### config.mk
export PLATFORM = sky130hd
export DESIGN_NAME = clock_calendar_with_alarms_unit_flat
export DESIGN_NICKNAME = d
export VERILOG_FILES = /design/src/hw/rtl/ccal_pkg.sv /design/src/hw/rtl/ccal_stream_if.sv /design/src/hw/rtl/clock_calendar_with_alarms_unit.sv /design/src/flat_wrapper.sv
export SDC_FILE = /design/constraint.sdc
export NUM_CORES = 1
export LEC_CHECK = 0
export ABC_AREA = 1
export BUFFER_PORTS_ARGS = -buffer_cell sky130_fd_sc_hd__buf_2
export CAP_MARGIN = 5
export CORE_ASPECT_RATIO = 2
export CORE_MARGIN = 2
export CORE_UTILIZATION = 50
export CTS_CLUSTER_SIZE = 16
export DETAILED_ROUTE_END_ITERATION = 6
export PLACE_DENSITY = 0.82
export SLEW_MARGIN = 20
export SYNTH_ARGS = -nofsm -noshare
export SYNTH_HDL_FRONTEND = slang
export SYNTH_SLANG_ARGS = --single-unit
export TNS_END_PERCENT = 20
### constraint.sdc
create_clock -name clock -period 5.1 [get_ports clock]
set_clock_uncertainty 0.05 [all_clocks]
set_input_delay 1.02 -clock clock [delete_from_list [all_inputs] [get_ports clock]]
set_output_delay 1.02 -clock clock [all_outputs]
set_load 0.1 [all_outputs]
### src/hw/rtl/ccal_pkg.sv
// types, codes and constants of the clock calendar unit
// no dependencies; used by the interface, the top level and the checker
package ccal_pkg;

   typedef enum logic [2:0] {
      KIND_TICK       = 3'd0,
      KIND_SET_TIME   = 3'd1,
      KIND_SET_DATE   = 3'd2,
      KIND_SET_ALARM  = 3'd3,
      KIND_TOGGLE     = 3'd4,
      KIND_SILENCE    = 3'd5,
      KIND_RESTART    = 3'd6
   } kind_type;

   localparam logic [1:0] RING_NONE = 2'd0;
   localparam logic [1:0] RING_ONE  = 2'd1;
   localparam logic [1:0] RING_TWO  = 2'd2;

   localparam logic [4:0]  RESET_DAY        = 5'd21;
   localparam logic [3:0]  RESET_MONTH      = 4'd6;
   localparam logic [13:0] RESET_YEAR       = 14'd2020;
   localparam logic [6:0]  RESET_YEAR_MOD100 = 7'd20;
   localparam logic [1:0]  RESET_CENTURY_MOD4 = 2'd0;
   localparam logic [13:0] YEAR_MAX         = 14'd9999;

   typedef struct packed {
      logic [2:0] kind;
      logic       alarm_index;
      logic [4:0] set_hour;
      logic [5:0] set_minute;
      logic [3:0] set_month;
      logic [4:0] set_day;
   } req_payload_type;

   typedef struct packed {
      logic [4:0]  hour;
      logic [4:0]  display_hour;
      logic        pm;
      logic [5:0]  minute;
      logic [5:0]  second;
      logic [4:0]  day;
      logic [3:0]  month;
      logic [13:0] year;
      logic [1:0]  ringing;
   } rsp_payload_type;

   function automatic logic [4:0] days_in_month(input logic [3:0] month, input logic leap);
      logic [4:0] days;
      case (month)
         4'd2: begin
            days = leap ? 5'd29 : 5'd28;
         end
         4'd4, 4'd6, 4'd9, 4'd11: begin
            days = 5'd30;
         end
         default: begin
            days = 5'd31;
         end
      endcase
      return days;
   endfunction

endpackage

### src/hw/rtl/ccal_stream_if.sv
// valid/ready stream channel carrying one payload struct
// payload type comes from ccal_pkg at instantiation
interface ccal_stream_if #(
   parameter type payload_type = ccal_pkg::req_payload_type
);
   logic        valid;
   logic        ready;
   payload_type payload;

   modport source (output valid, output payload, input ready);
   modport sink   (input valid, input payload, output ready);
endinterface

### src/hw/rtl/clock_calendar_with_alarms_unit.sv
// a req transfer passes the input register, then the result register, before it shows up as a rsp
// throughput: one item per cycle while rsp is not stalled; all carry, calendar and alarm logic is combinational
// back-pressure on rsp stalls the result register, the input register keeps one more item
// reset (synchronous, active high): time 00:00:00, date 21.06.2020, alarms cleared and off,
// alarm allowed, 24-hour mode, both channel registers empty
module clock_calendar_with_alarms_unit (
   input  logic                 clock,
   input  logic                 reset,
   ccal_stream_if.sink          req_chan,
   ccal_stream_if.source        rsp_chan,
   input  logic                 csr_write_enable,
   input  logic                 csr_write_data
);

   // input register
   logic                      s1_valid_ff;
   ccal_pkg::req_payload_type s1_data_ff;

   // result register
   logic                      rsp_valid_ff;
   ccal_pkg::rsp_payload_type rsp_data_ff;
   ccal_pkg::rsp_payload_type rsp_data_in;

   // time and date
   logic [5:0]  sec_ff, sec_in;
   logic [5:0]  min_ff, min_in;
   logic [4:0]  hour_ff, hour_in;
   logic [4:0]  day_ff, day_in;
   logic [3:0]  month_ff, month_in;
   logic [13:0] year_ff, year_in;
   // year modulo 100 and century modulo 4 follow the year so the leap test needs no divider
   logic [6:0]  year_mod100_ff, year_mod100_in;
   logic [1:0]  century_ff, century_in;

   // alarms
   logic [4:0]  alarm_hour_ff [2];
   logic [4:0]  alarm_hour_in [2];
   logic [5:0]  alarm_min_ff  [2];
   logic [5:0]  alarm_min_in  [2];
   logic [1:0]  alarm_en_ff, alarm_en_in;
   logic        allowed_ff, allowed_in;

   // display mode, cleared by a restart item as well
   logic        twelve_ff, twelve_in;

   logic        out_free;
   logic        s1_fire;

   // handshake: the result register drains when empty or taken, the input register
   // moves on into it and can refill in the same cycle
   assign out_free       = !rsp_valid_ff || rsp_chan.ready;
   assign s1_fire        = s1_valid_ff && out_free;
   assign req_chan.ready = !s1_valid_ff || out_free;

   assign rsp_chan.valid   = rsp_valid_ff;
   assign rsp_chan.payload = rsp_data_ff;

   // event, carry normalization and alarm evaluation for the item in the input register
   always_comb begin
      logic [6:0]  sec_p;
      logic [6:0]  min_p;
      logic [5:0]  hour_p;
      logic [5:0]  day_p;
      logic [3:0]  month_p;
      logic [13:0] year_p;
      logic [6:0]  mod100_p;
      logic [1:0]  century_p;
      logic [5:0]  ahour_p [2];
      logic [6:0]  amin_p  [2];
      logic        allowed_p;
      logic        leap;
      logic [4:0]  dim;
      logic [1:0]  match;
      logic [1:0]  ring;

      sec_p       = {1'b0, sec_ff};
      min_p       = {1'b0, min_ff};
      hour_p      = {1'b0, hour_ff};
      day_p       = {1'b0, day_ff};
      month_p     = month_ff;
      year_p      = year_ff;
      mod100_p    = year_mod100_ff;
      century_p   = century_ff;
      ahour_p[0]  = {1'b0, alarm_hour_ff[0]};
      ahour_p[1]  = {1'b0, alarm_hour_ff[1]};
      amin_p[0]   = {1'b0, alarm_min_ff[0]};
      amin_p[1]   = {1'b0, alarm_min_ff[1]};
      alarm_en_in = alarm_en_ff;
      allowed_p   = allowed_ff;
      twelve_in   = csr_write_enable ? csr_write_data : twelve_ff;

      case (ccal_pkg::kind_type'(s1_data_ff.kind))
         ccal_pkg::KIND_TICK: begin
            sec_p = sec_p + 7'd1;
         end
         ccal_pkg::KIND_SET_TIME: begin
            // seconds are kept
            hour_p = {1'b0, s1_data_ff.set_hour};
            min_p  = {1'b0, s1_data_ff.set_minute};
         end
         ccal_pkg::KIND_SET_DATE: begin
            // out-of-range month or day zero drops the whole command
            if (s1_data_ff.set_month >= 4'd1 && s1_data_ff.set_month <= 4'd12
                && s1_data_ff.set_day != 5'd0) begin
               month_p = s1_data_ff.set_month;
               day_p   = {1'b0, s1_data_ff.set_day};
            end
         end
         ccal_pkg::KIND_SET_ALARM: begin
            ahour_p[s1_data_ff.alarm_index] = {1'b0, s1_data_ff.set_hour};
            amin_p[s1_data_ff.alarm_index]  = {1'b0, s1_data_ff.set_minute};
         end
         ccal_pkg::KIND_TOGGLE: begin
            // any key press silences
            alarm_en_in[s1_data_ff.alarm_index] = !alarm_en_ff[s1_data_ff.alarm_index];
            allowed_p = 1'b0;
         end
         ccal_pkg::KIND_SILENCE: begin
            allowed_p = 1'b0;
         end
         ccal_pkg::KIND_RESTART: begin
            sec_p       = 7'd0;
            min_p       = 7'd0;
            hour_p      = 6'd0;
            day_p       = {1'b0, ccal_pkg::RESET_DAY};
            month_p     = ccal_pkg::RESET_MONTH;
            year_p      = ccal_pkg::RESET_YEAR;
            mod100_p    = ccal_pkg::RESET_YEAR_MOD100;
            century_p   = ccal_pkg::RESET_CENTURY_MOD4;
            ahour_p[0]  = 6'd0;
            ahour_p[1]  = 6'd0;
            amin_p[0]   = 7'd0;
            amin_p[1]   = 7'd0;
            alarm_en_in = 2'b00;
            allowed_p   = 1'b1;
            twelve_in   = 1'b0;
         end
         default: begin
            // unused kind leaves the state alone
         end
      endcase

      // single carry ripple: seconds, minutes, hours, day, month, year
      if (sec_p >= 7'd60) begin
         sec_p = sec_p - 7'd60;
         min_p = min_p + 7'd1;
      end
      if (min_p >= 7'd60) begin
         min_p  = min_p - 7'd60;
         hour_p = hour_p + 6'd1;
      end
      if (hour_p >= 6'd24) begin
         hour_p = hour_p - 6'd24;
         day_p  = day_p + 6'd1;
      end

      // gregorian leap rule from the tracked remainders
      leap = (year_p[1:0] == 2'd0 && mod100_p != 7'd0)
             || (mod100_p == 7'd0 && century_p == 2'd0);
      dim  = ccal_pkg::days_in_month(month_p, leap);

      if (day_p > {1'b0, dim}) begin
         day_p   = 6'd1;
         month_p = month_p + 4'd1;
      end
      if (month_p > 4'd12) begin
         month_p = 4'd1;
         // year saturates at its top value
         if (year_p < ccal_pkg::YEAR_MAX) begin
            year_p = year_p + 14'd1;
            if (mod100_p == 7'd99) begin
               mod100_p  = 7'd0;
               century_p = century_p + 2'd1;
            end else begin
               mod100_p = mod100_p + 7'd1;
            end
         end
      end

      // alarm times: minute carry, then one hour wrap
      for (int i = 0; i < 2; i++) begin
         if (amin_p[i] >= 7'd60) begin
            amin_p[i]  = amin_p[i] - 7'd60;
            ahour_p[i] = ahour_p[i] + 6'd1;
         end
         if (ahour_p[i] >= 6'd24) begin
            ahour_p[i] = ahour_p[i] - 6'd24;
         end
         alarm_hour_in[i] = ahour_p[i][4:0];
         alarm_min_in[i]  = amin_p[i][5:0];
      end

      sec_in         = sec_p[5:0];
      min_in         = min_p[5:0];
      hour_in        = hour_p[4:0];
      day_in         = day_p[4:0];
      month_in       = month_p;
      year_in        = year_p;
      year_mod100_in = mod100_p;
      century_in     = century_p;

      // alarm one wins over alarm two; allowed comes back once nothing matches
      for (int i = 0; i < 2; i++) begin
         match[i] = alarm_en_in[i] && alarm_hour_in[i] == hour_in
                    && alarm_min_in[i] == min_in;
      end
      if (match[0] && allowed_p) begin
         ring = ccal_pkg::RING_ONE;
      end else if (match[1] && allowed_p) begin
         ring = ccal_pkg::RING_TWO;
      end else begin
         ring = ccal_pkg::RING_NONE;
      end
      allowed_in = (match == 2'b00) ? 1'b1 : allowed_p;

      rsp_data_in.hour         = hour_in;
      rsp_data_in.display_hour = (twelve_in && hour_in >= 5'd12) ? hour_in - 5'd12 : hour_in;
      rsp_data_in.pm           = twelve_in && hour_in >= 5'd12;
      rsp_data_in.minute       = min_in;
      rsp_data_in.second       = sec_in;
      rsp_data_in.day          = day_in;
      rsp_data_in.month        = month_in;
      rsp_data_in.year         = year_in;
      rsp_data_in.ringing      = ring;
   end

   // channel control
   always_ff @(posedge clock) begin
      if (reset) begin
         s1_valid_ff  <= 1'b0;
         rsp_valid_ff <= 1'b0;
      end else begin
         if (req_chan.ready) begin
            s1_valid_ff <= req_chan.valid;
         end
         if (out_free) begin
            rsp_valid_ff <= s1_valid_ff;
         end
      end
   end

   // payload registers, no reset
   always_ff @(posedge clock) begin
      if (req_chan.valid && req_chan.ready) begin
         s1_data_ff <= req_chan.payload;
      end
      if (s1_fire) begin
         rsp_data_ff <= rsp_data_in;
      end
   end

   // clock, calendar and alarm state moves once per item
   always_ff @(posedge clock) begin
      if (reset) begin
         sec_ff           <= 6'd0;
         min_ff           <= 6'd0;
         hour_ff          <= 5'd0;
         day_ff           <= ccal_pkg::RESET_DAY;
         month_ff         <= ccal_pkg::RESET_MONTH;
         year_ff          <= ccal_pkg::RESET_YEAR;
         year_mod100_ff   <= ccal_pkg::RESET_YEAR_MOD100;
         century_ff       <= ccal_pkg::RESET_CENTURY_MOD4;
         alarm_hour_ff[0] <= 5'd0;
         alarm_hour_ff[1] <= 5'd0;
         alarm_min_ff[0]  <= 6'd0;
         alarm_min_ff[1]  <= 6'd0;
         alarm_en_ff      <= 2'b00;
         allowed_ff       <= 1'b1;
         twelve_ff        <= 1'b0;
      end else if (s1_fire) begin
         sec_ff           <= sec_in;
         min_ff           <= min_in;
         hour_ff          <= hour_in;
         day_ff           <= day_in;
         month_ff         <= month_in;
         year_ff          <= year_in;
         year_mod100_ff   <= year_mod100_in;
         century_ff       <= century_in;
         alarm_hour_ff[0] <= alarm_hour_in[0];
         alarm_hour_ff[1] <= alarm_hour_in[1];
         alarm_min_ff[0]  <= alarm_min_in[0];
         alarm_min_ff[1]  <= alarm_min_in[1];
         alarm_en_ff      <= alarm_en_in;
         allowed_ff       <= allowed_in;
         twelve_ff        <= twelve_in;
      end else begin
         // csr writes are to come only while no item is in flight; the block itself does not enforce it
         twelve_ff <= csr_write_enable ? csr_write_data : twelve_ff;
      end
   end

endmodule

### src/flat_wrapper.sv
// flat-port wrapper written by rule: the top's interface ports become plain ports
module clock_calendar_with_alarms_unit_flat import ccal_pkg::*;
  (clock, reset, csr_write_enable, csr_write_data, req_chan_valid, req_chan_payload, req_chan_ready, rsp_chan_valid, rsp_chan_payload, rsp_chan_ready);
  ccal_stream_if #(.payload_type(req_payload_type)) req_chan_i ();
  ccal_stream_if #(.payload_type(rsp_payload_type)) rsp_chan_i ();
  input  logic clock;
  input  logic reset;
  input  logic csr_write_enable;
  input  logic csr_write_data;
  input wire logic [$bits(req_chan_i.valid)-1:0] req_chan_valid;
  input wire logic [$bits(req_chan_i.payload)-1:0] req_chan_payload;
  output wire logic [$bits(req_chan_i.ready)-1:0] req_chan_ready;
  output wire logic [$bits(rsp_chan_i.valid)-1:0] rsp_chan_valid;
  output wire logic [$bits(rsp_chan_i.payload)-1:0] rsp_chan_payload;
  input wire logic [$bits(rsp_chan_i.ready)-1:0] rsp_chan_ready;
  assign req_chan_i.valid = req_chan_valid;
  assign req_chan_i.payload = req_chan_payload;
  assign req_chan_ready = req_chan_i.ready;
  assign rsp_chan_valid = rsp_chan_i.valid;
  assign rsp_chan_payload = rsp_chan_i.payload;
  assign rsp_chan_i.ready = rsp_chan_ready;
  clock_calendar_with_alarms_unit u_core (.clock(clock), .reset(reset), .req_chan(req_chan_i), .rsp_chan(rsp_chan_i), .csr_write_enable(csr_write_enable), .csr_write_data(csr_write_data));
endmodule
======== Yosys cells after proc, flatten, opt, wreduce, memory -nomap -nowiden ========
Memories as Yosys holds them, arrays and structs flattened.
Cells that the tools add are included.
cells by class
  muxes and demuxes ....................... 65
  add/sub/neg operators ................... 18
  magnitude comparators ................... 17
  reductions and logical operators ........ 30
  bitwise operators ....................... 5
  equality and inequality tests ........... 16
operator list
  kind                                                               number
  2-to-1 mux 6 bit                                                   11
  2-to-1 mux 14 bit                                                  3
  2-to-1 mux 7 bit                                                   6
  2-to-1 mux 5 bit                                                   8
  greater-or-equal comparator 7 x 6 -> 1 bit, second input constant  4
  case mux 14 bit (2 select lines)                                   1
  case mux 12 bit (2 select lines)                                   1
  case mux 6 bit (2 select lines)                                    2
  subtractor 6 bit, second input constant                            4
  case mux 5 bit (2 select lines)                                    2
  adder 6 x 1 -> 6 bit, second input constant                        3
  greater-or-equal comparator 6 x 5 -> 1 bit, second input constant  3
  logical AND 1 bit                                                  15
  subtractor 5 bit, second input constant                            3
  adder 14 x 1 -> 14 bit, second input constant                      1
  adder 6 x 1 -> 7 bit, second input constant                        2
  bitwise mux 14 bit                                                 1
  < comparator 14 bit, second input constant                         1
  case mux 7 bit (2 select lines)                                    1
  2-to-1 mux 1 bit                                                   13
  bitwise mux 12 bit                                                 1
  == test 6 bit                                                      2
  2-to-1 mux 4 bit                                                   3
  == test 5 bit                                                      2
  other kinds (40)                                                   58
word-level totals
  word-level logic and storage cells ...... 181
  RAM bits ................................ 22
  bits of input ports ..................... 30
  register bits after elaboration ......... 127
  output and inout bits ................... 50
  memories kept ........................... 2
memory list
  memory                depth  bits a word  read ports  clocked after Yosys merged registers in  wr ports  RTL line                               RTL
  u_core.alarm_min_ff   2      6            2           0                                        2         clock_calendar_with_alarms_unit.sv:38  logic [5:0] alarm_min_ff [2];
  u_core.alarm_hour_ff  2      5            2           0                                        2         clock_calendar_with_alarms_unit.sv:36  logic [4:0] alarm_hour_ff [2];

======== Depth between registers and ports, before layout ========
  depth after elaboration ................. 16
  mapped depth ............................ 45

======== Least setup slack after synthesis ========
OpenSTA, ideal clock, no wires.
  path kind ............................... register to register
  from .................................... register u_core.s1_data_ff[21] (netlist bit)
  to ...................................... register u_core.rsp_data_ff (netlist bit u_core.rsp_chan.payload[4]), data pin
  buffers on the path ..................... 3
  path slack .............................. 0.213 ns
  data arrival time ....................... 4.584 ns
  data required time ...................... 4.797 ns
  stages on the path, launching flop included .. 44
  period minus slack after synthesis ...... 4.887 ns
  setup time .............................. 0.253 ns
  cells stage by stage .................... edfxtp_1 > nor2_2 > nand2_2 > nor2_2 > nand2_1 > o21ai_2 > ha_1 > inv_1 > nor2_1 > nand2_1 > nand2_1 > nand2_2 > nand2_2 > buf_6 > nand2_1 > o21ai_1 > inv_2 > ha_1 > [... 8 more ...] > nand2_4 > nand2_4 > mux2_2 > ha_1 > inv_1 > nor2_1 > o21ai_0 > nor2_2 > nand2_4 > nand2_4 > nand2_2 > nand2_2 > inv_2 > nor2_4 > nand2_4 > buf_6 > nand2_2 > nand2_1
RTL lines
  item                    RTL line                                RTL
  from (decl)             clock_calendar_with_alarms_unit.sv:17   ccal_pkg::req_payload_type s1_data_ff;
  from (signal assigned)  clock_calendar_with_alarms_unit.sv:245  s1_data_ff <= req_chan.payload;
  to (signal assigned)    clock_calendar_with_alarms_unit.sv:248  rsp_data_ff <= rsp_data_in;
  to (decl)               clock_calendar_with_alarms_unit.sv:21   ccal_pkg::rsp_payload_type rsp_data_ff;

======== Final worst setup path ========
  from .................................... register u_core.s1_data_ff[22] (netlist bit)
  to ...................................... register u_core.year_mod100_ff[0]
on the way
  word-level cells in the longest chain between the ends .. 12
  elaborated cells between the ends (all ways) .. 46
  classes of those cells .................. add/sub (5); order compare (6); eq/ne (9); mux (17); reduce/logical (9)
RTL lines
  item                                                                                RTL line                                                                        RTL
  == test 3 bit, or another cell as far along                                         clock_calendar_with_alarms_unit.sv:92                                           case (ccal_pkg::kind_type'(s1_data_ff.kind))
  case mux 6 bit (2 select lines) or case mux 7 bit (2 select lines) (tied branches)  clock_calendar_with_alarms_unit.sv:92
  adder 6 x 1 -> 7 bit or greater-or-equal comparator 7 x 6 -> 1 bit (tied branches)  clock_calendar_with_alarms_unit.sv:146, clock_calendar_with_alarms_unit.sv:144
  2-to-1 mux 7 bit                                                                    clock_calendar_with_alarms_unit.sv:144                                          if (sec_p >= 7'd60) begin
  greater-or-equal comparator 7 x 6 -> 1 bit                                          clock_calendar_with_alarms_unit.sv:148                                          if (min_p >= 7'd60) begin
  2-to-1 mux 6 bit                                                                    clock_calendar_with_alarms_unit.sv:148
  greater-or-equal comparator 6 x 5 -> 1 bit                                          clock_calendar_with_alarms_unit.sv:152                                          if (hour_p >= 6'd24) begin
  2-to-1 mux 6 bit                                                                    clock_calendar_with_alarms_unit.sv:152
  greater-than comparator 6 x 5 -> 1 bit                                              clock_calendar_with_alarms_unit.sv:162                                          if (day_p > {1'b0, dim}) begin
  2-to-1 mux 4 bit                                                                    clock_calendar_with_alarms_unit.sv:162
  greater-than comparator 4 bit                                                       clock_calendar_with_alarms_unit.sv:166                                          if (month_p > 4'd12) begin
  2-to-1 mux 7 bit *                                                                  clock_calendar_with_alarms_unit.sv:166
  to (signal assigned)                                                                clock_calendar_with_alarms_unit.sv:261                                          year_mod100_ff <= ccal_pkg::RESET_YEAR_MOD100;
  to (signal assigned)                                                                clock_calendar_with_alarms_unit.sv:277                                          year_mod100_ff <= year_mod100_in;
  to (decl)                                                                           clock_calendar_with_alarms_unit.sv:32                                           logic [6:0] year_mod100_ff, year_mod100_in;
Every way passes the cells marked *; elsewhere a longest branch is shown, timed or not.
A chain may end at the register's enable or synchronous reset.

==> reports/qor.csv <==
metric;value;unit
status;finished clean;
cts bufs inserted;17;
Die Y;191.3;um
Min-Delay Path Depth;2;
drt first pass iters;5;
htree depth;4;
FP Rows;68;
CTS tree;yes;
Cell variety after synth;45;
dpl cells;1428;
Detailed Place HPWL;17.77;mm
setup ws final;0.04137;ns
normalized max-slew margin;0.2895;
Nets;1314;
grt ovf;0;
Flop pwr share;0.437;
placer congestion estimate;0.9544;
yosys warns;0;
vias after detailed routing;8292;
first-pass GRT wire length;38.07;mm
share of layout cells above drive strength 1;0.2133;
register area share after synthesis;0.4403;
cell count after synthesis;1141;
Hold-fix buffers, CTS;0;
Least-Margin Pin Slew;1.059;ns
maxcap violations;0;
Yosys reg bits;147;
# port buffers;79;
commonest non-fill, non-tap cells in the layout;nand2_1, inv_1, edfxtp_1;
Initial Util;0.5106;
Crit path depth;41;
Die Area;18690;sq um
Remaining DRCs;0;
vias in the first global route;8103;
Logic pwr share;0.146;
Clock Sinks;147;
Post-Syn Nets;1193;
Clk pin slew, worst setup/hold paths;0.06;ns
# IOs;80;
CTS root buf;clkbuf_16;
crit path max fanout;8;
Post-synth EDFFs;92;
min Tclk post-route;5.059;ns
Final setup viols;0;
Static Leak;0.004826;uW
clk buf depth;2;
routed len/inst;17.31;um
element type at the critical path end;flop;
PwrDens;287.4;nW/um^2
largest net degree at the start of global routing;50;
final cell count without fillers;1485;
commonest non-fill, non-tap cell in the layout;nand2_1;
worst r2r path cells;41;
register area;3865;sq um
Max Clk Rate;197.7;MHz
crit path launch type;flop;
Core Region;17190;sq um
WP buf/inv;7;
final-layout fill cell count;1499;
pre-CTS setup slack;-0.05521;ns
Synth Area per Inst;7.690;sq um
initial antenna violation count;0;
CP required;5.43;ns
P_int;2185;uW
main flop type after synthesis;edfxtp_1;
area of the multi-input gates;4302;sq um
Antenna diodes;0;
crit-path max cell delay;0.46;ns
RSZ-0062 raised after global routing;yes;
Tcrit/Tclk final;0.9919;
VDD IR max;0.2169;mV
max-slew violations;0;
CP delay by family, top;simple AND/OR/NAND/NOR gates;
clock power share;0.417;
Routed WL;25.70;mm
CP Data Arrival Time;5.39;ns
worst min path class;reg -> reg;
Layout area overhead;20.75;%
DR iter-0 viols;469;
Synth async-reset ratio;0;
Crit-path slowest cell;edfxtp_1;
Sw Share;0.2827;
Die X;97.68;um
vias per inst;5.584;
CP Class;reg -> reg;
antenna viol nets, final;0;
Final Hold Fails;0;
gr usage total;0.2611;
Cell Area, Synth;8775;sq um
NetSw;860.8;uW
Clock Latency Late Sink;0.44;ns
-- final cells by class --
cell class              instances  area share
flip-flops and latches        147      0.3648
clock inverters                15     0.01571
clock buffers                  17     0.04015
multi-input cells             777      0.4060
inverters                     183     0.06483
repair buffers                136     0.08373
well taps                     210     0.02480
-- per-layer routing --
layer / vias to the layer above / part of all wire / GRT usage / routed length [um]
met2: 341 / 0.55 / 0.5080 / 14240
li1: 3953 / - / - / -
met5: - / 0 / 0 / 0
met1: 3857 / 0.32 / 0.2272 / 8111
met3: 141 / 0.048 / 0.04899 / 1225
met4: 0 / 0.083 / 0.2019 / 2122
-- logic make-up (layout without fill, tap and decap cells) --
kind of cell,Yosys count,in the layout,synth area share
and+or+nand+nor,540,542,0.2691
buffers and inverters,219,351,0.1002
AOI/OAI and AO/OA,161,161,0.1064
DFF,147,147,0.4403
xor gates and xnor gates,48,48,0.04791
adders and majority gates,22,22,0.03137
muxes,4,4,0.004706
-- flip-flops by register name (all words and copies together), names as in the netlist --
| register | flops |
|---|---|
| u_core.alarm_en_ff | 2 |
| u_core.alarm_hour_ff | 10 |
| u_core.alarm_min_ff | 12 |
| u_core.allowed_ff | 1 |
| u_core.century_ff | 2 |
| u_core.day_ff | 5 |
| u_core.hour_ff | 5 |
| u_core.min_ff | 6 |
| u_core.month_ff | 4 |
| u_core.rsp_chan.payload | 46 |
| u_core.rsp_chan.valid | 1 |
| u_core.s1_data_ff | 24 |
| u_core.s1_valid_ff | 1 |
| u_core.sec_ff | 6 |
| u_core.twelve_ff | 1 |
| u_core.year_ff | 14 |
| u_core.year_mod100_ff | 7 |
-- synth_stat cells (21+ instances only) --
cell        n  area share
xor2_1     38       0.038
inv_1     171       0.073
nand4_1    23       0.016
a21oi_1    21       0.012
nand2_1   320        0.14
nand3_1    63       0.036
o21ai_0    76       0.043
ha_1       22       0.031
o22ai_1    28       0.020
dfxtp_1    55        0.13
nor2_1     79       0.034
edfxtp_1   92        0.31
clkbuf_1   23      0.0098
-- worst reg2reg max path, delay by kind of cell (launching register included) --
| family | cells | cell delay (ns) |
|---|---|---|
| AND/OR/NAND/NOR | 27 | 2.70 |
| buffers and inverters | 7 | 0.68 |
| adder cells (fa/ha/maj) | 3 | 0.60 |
| flip-flops | 1 | 0.46 |
| multiplexers | 1 | 0.32 |
| AO/OA/AOI/OAI | 3 | 0.18 |
-- worst paths after layout --
kind,from,end,slack (ns)
max,u_core.s1_data_ff[22]$_DFFE_PP_,u_core.year_mod100_ff[0]$_SDFFE_PP0P_,0.04
min,u_core.year_mod100_ff[1]$_SDFFE_PP0P_,u_core.year_mod100_ff[1]$_SDFFE_PP0P_,0.40
max reg2reg,u_core.s1_data_ff[22]$_DFFE_PP_,u_core.year_mod100_ff[0]$_SDFFE_PP0P_,0.04
min reg2reg,u_core.year_mod100_ff[1]$_SDFFE_PP0P_,u_core.year_mod100_ff[1]$_SDFFE_PP0P_,0.40
-- through the flow --
| stage | hold slack [ns] | TNS [ns] | power, uW | instance area, sq um | utilization |
|---|---|---|---|---|---|
| floorplan | 0.3762 | 0 | 1660 | 8775 | - |
| global placement | 0.3871 | 0 | 1761 | 9518 | 0.5538 |
| detailed placement | 0.3898 | -0.4689 | 1768 | 9518 | 0.5538 |
| CTS | 0.4048 | 0 | 3025 | 10150 | 0.5904 |
| global route | 0.4260 | -10.89 | 3132 | 10600 | 0.6165 |
| finish | 0.4038 | 0 | 3045 | 10600 | 0.6165 |
-- repair_timing --
| item | in CTS | in global routing |
|---|---|---|
| cloned | 0 | 5 |
| setup buffers | 2 | 18 |
| endpoints found under the setup margin | 32 | 45 |
| resized for setup | 5 | 56 |
| pin swaps | 0 | 26 |
-- power groups by stage --
| stage | Sequential [uW] | Clock [uW] | Combinational [uW] |
|---|---|---|---|
| floorplan | 1460 | 0 | 203 |
| global placement | 1360 | 0 | 405 |
| detailed placement | 1360 | 0 | 411 |
| CTS | 1330 | 1280 | 417 |
| global route | 1340 | 1320 | 475 |
| finish | 1330 | 1270 | 445 |
(Power assumes the default switching activity.)
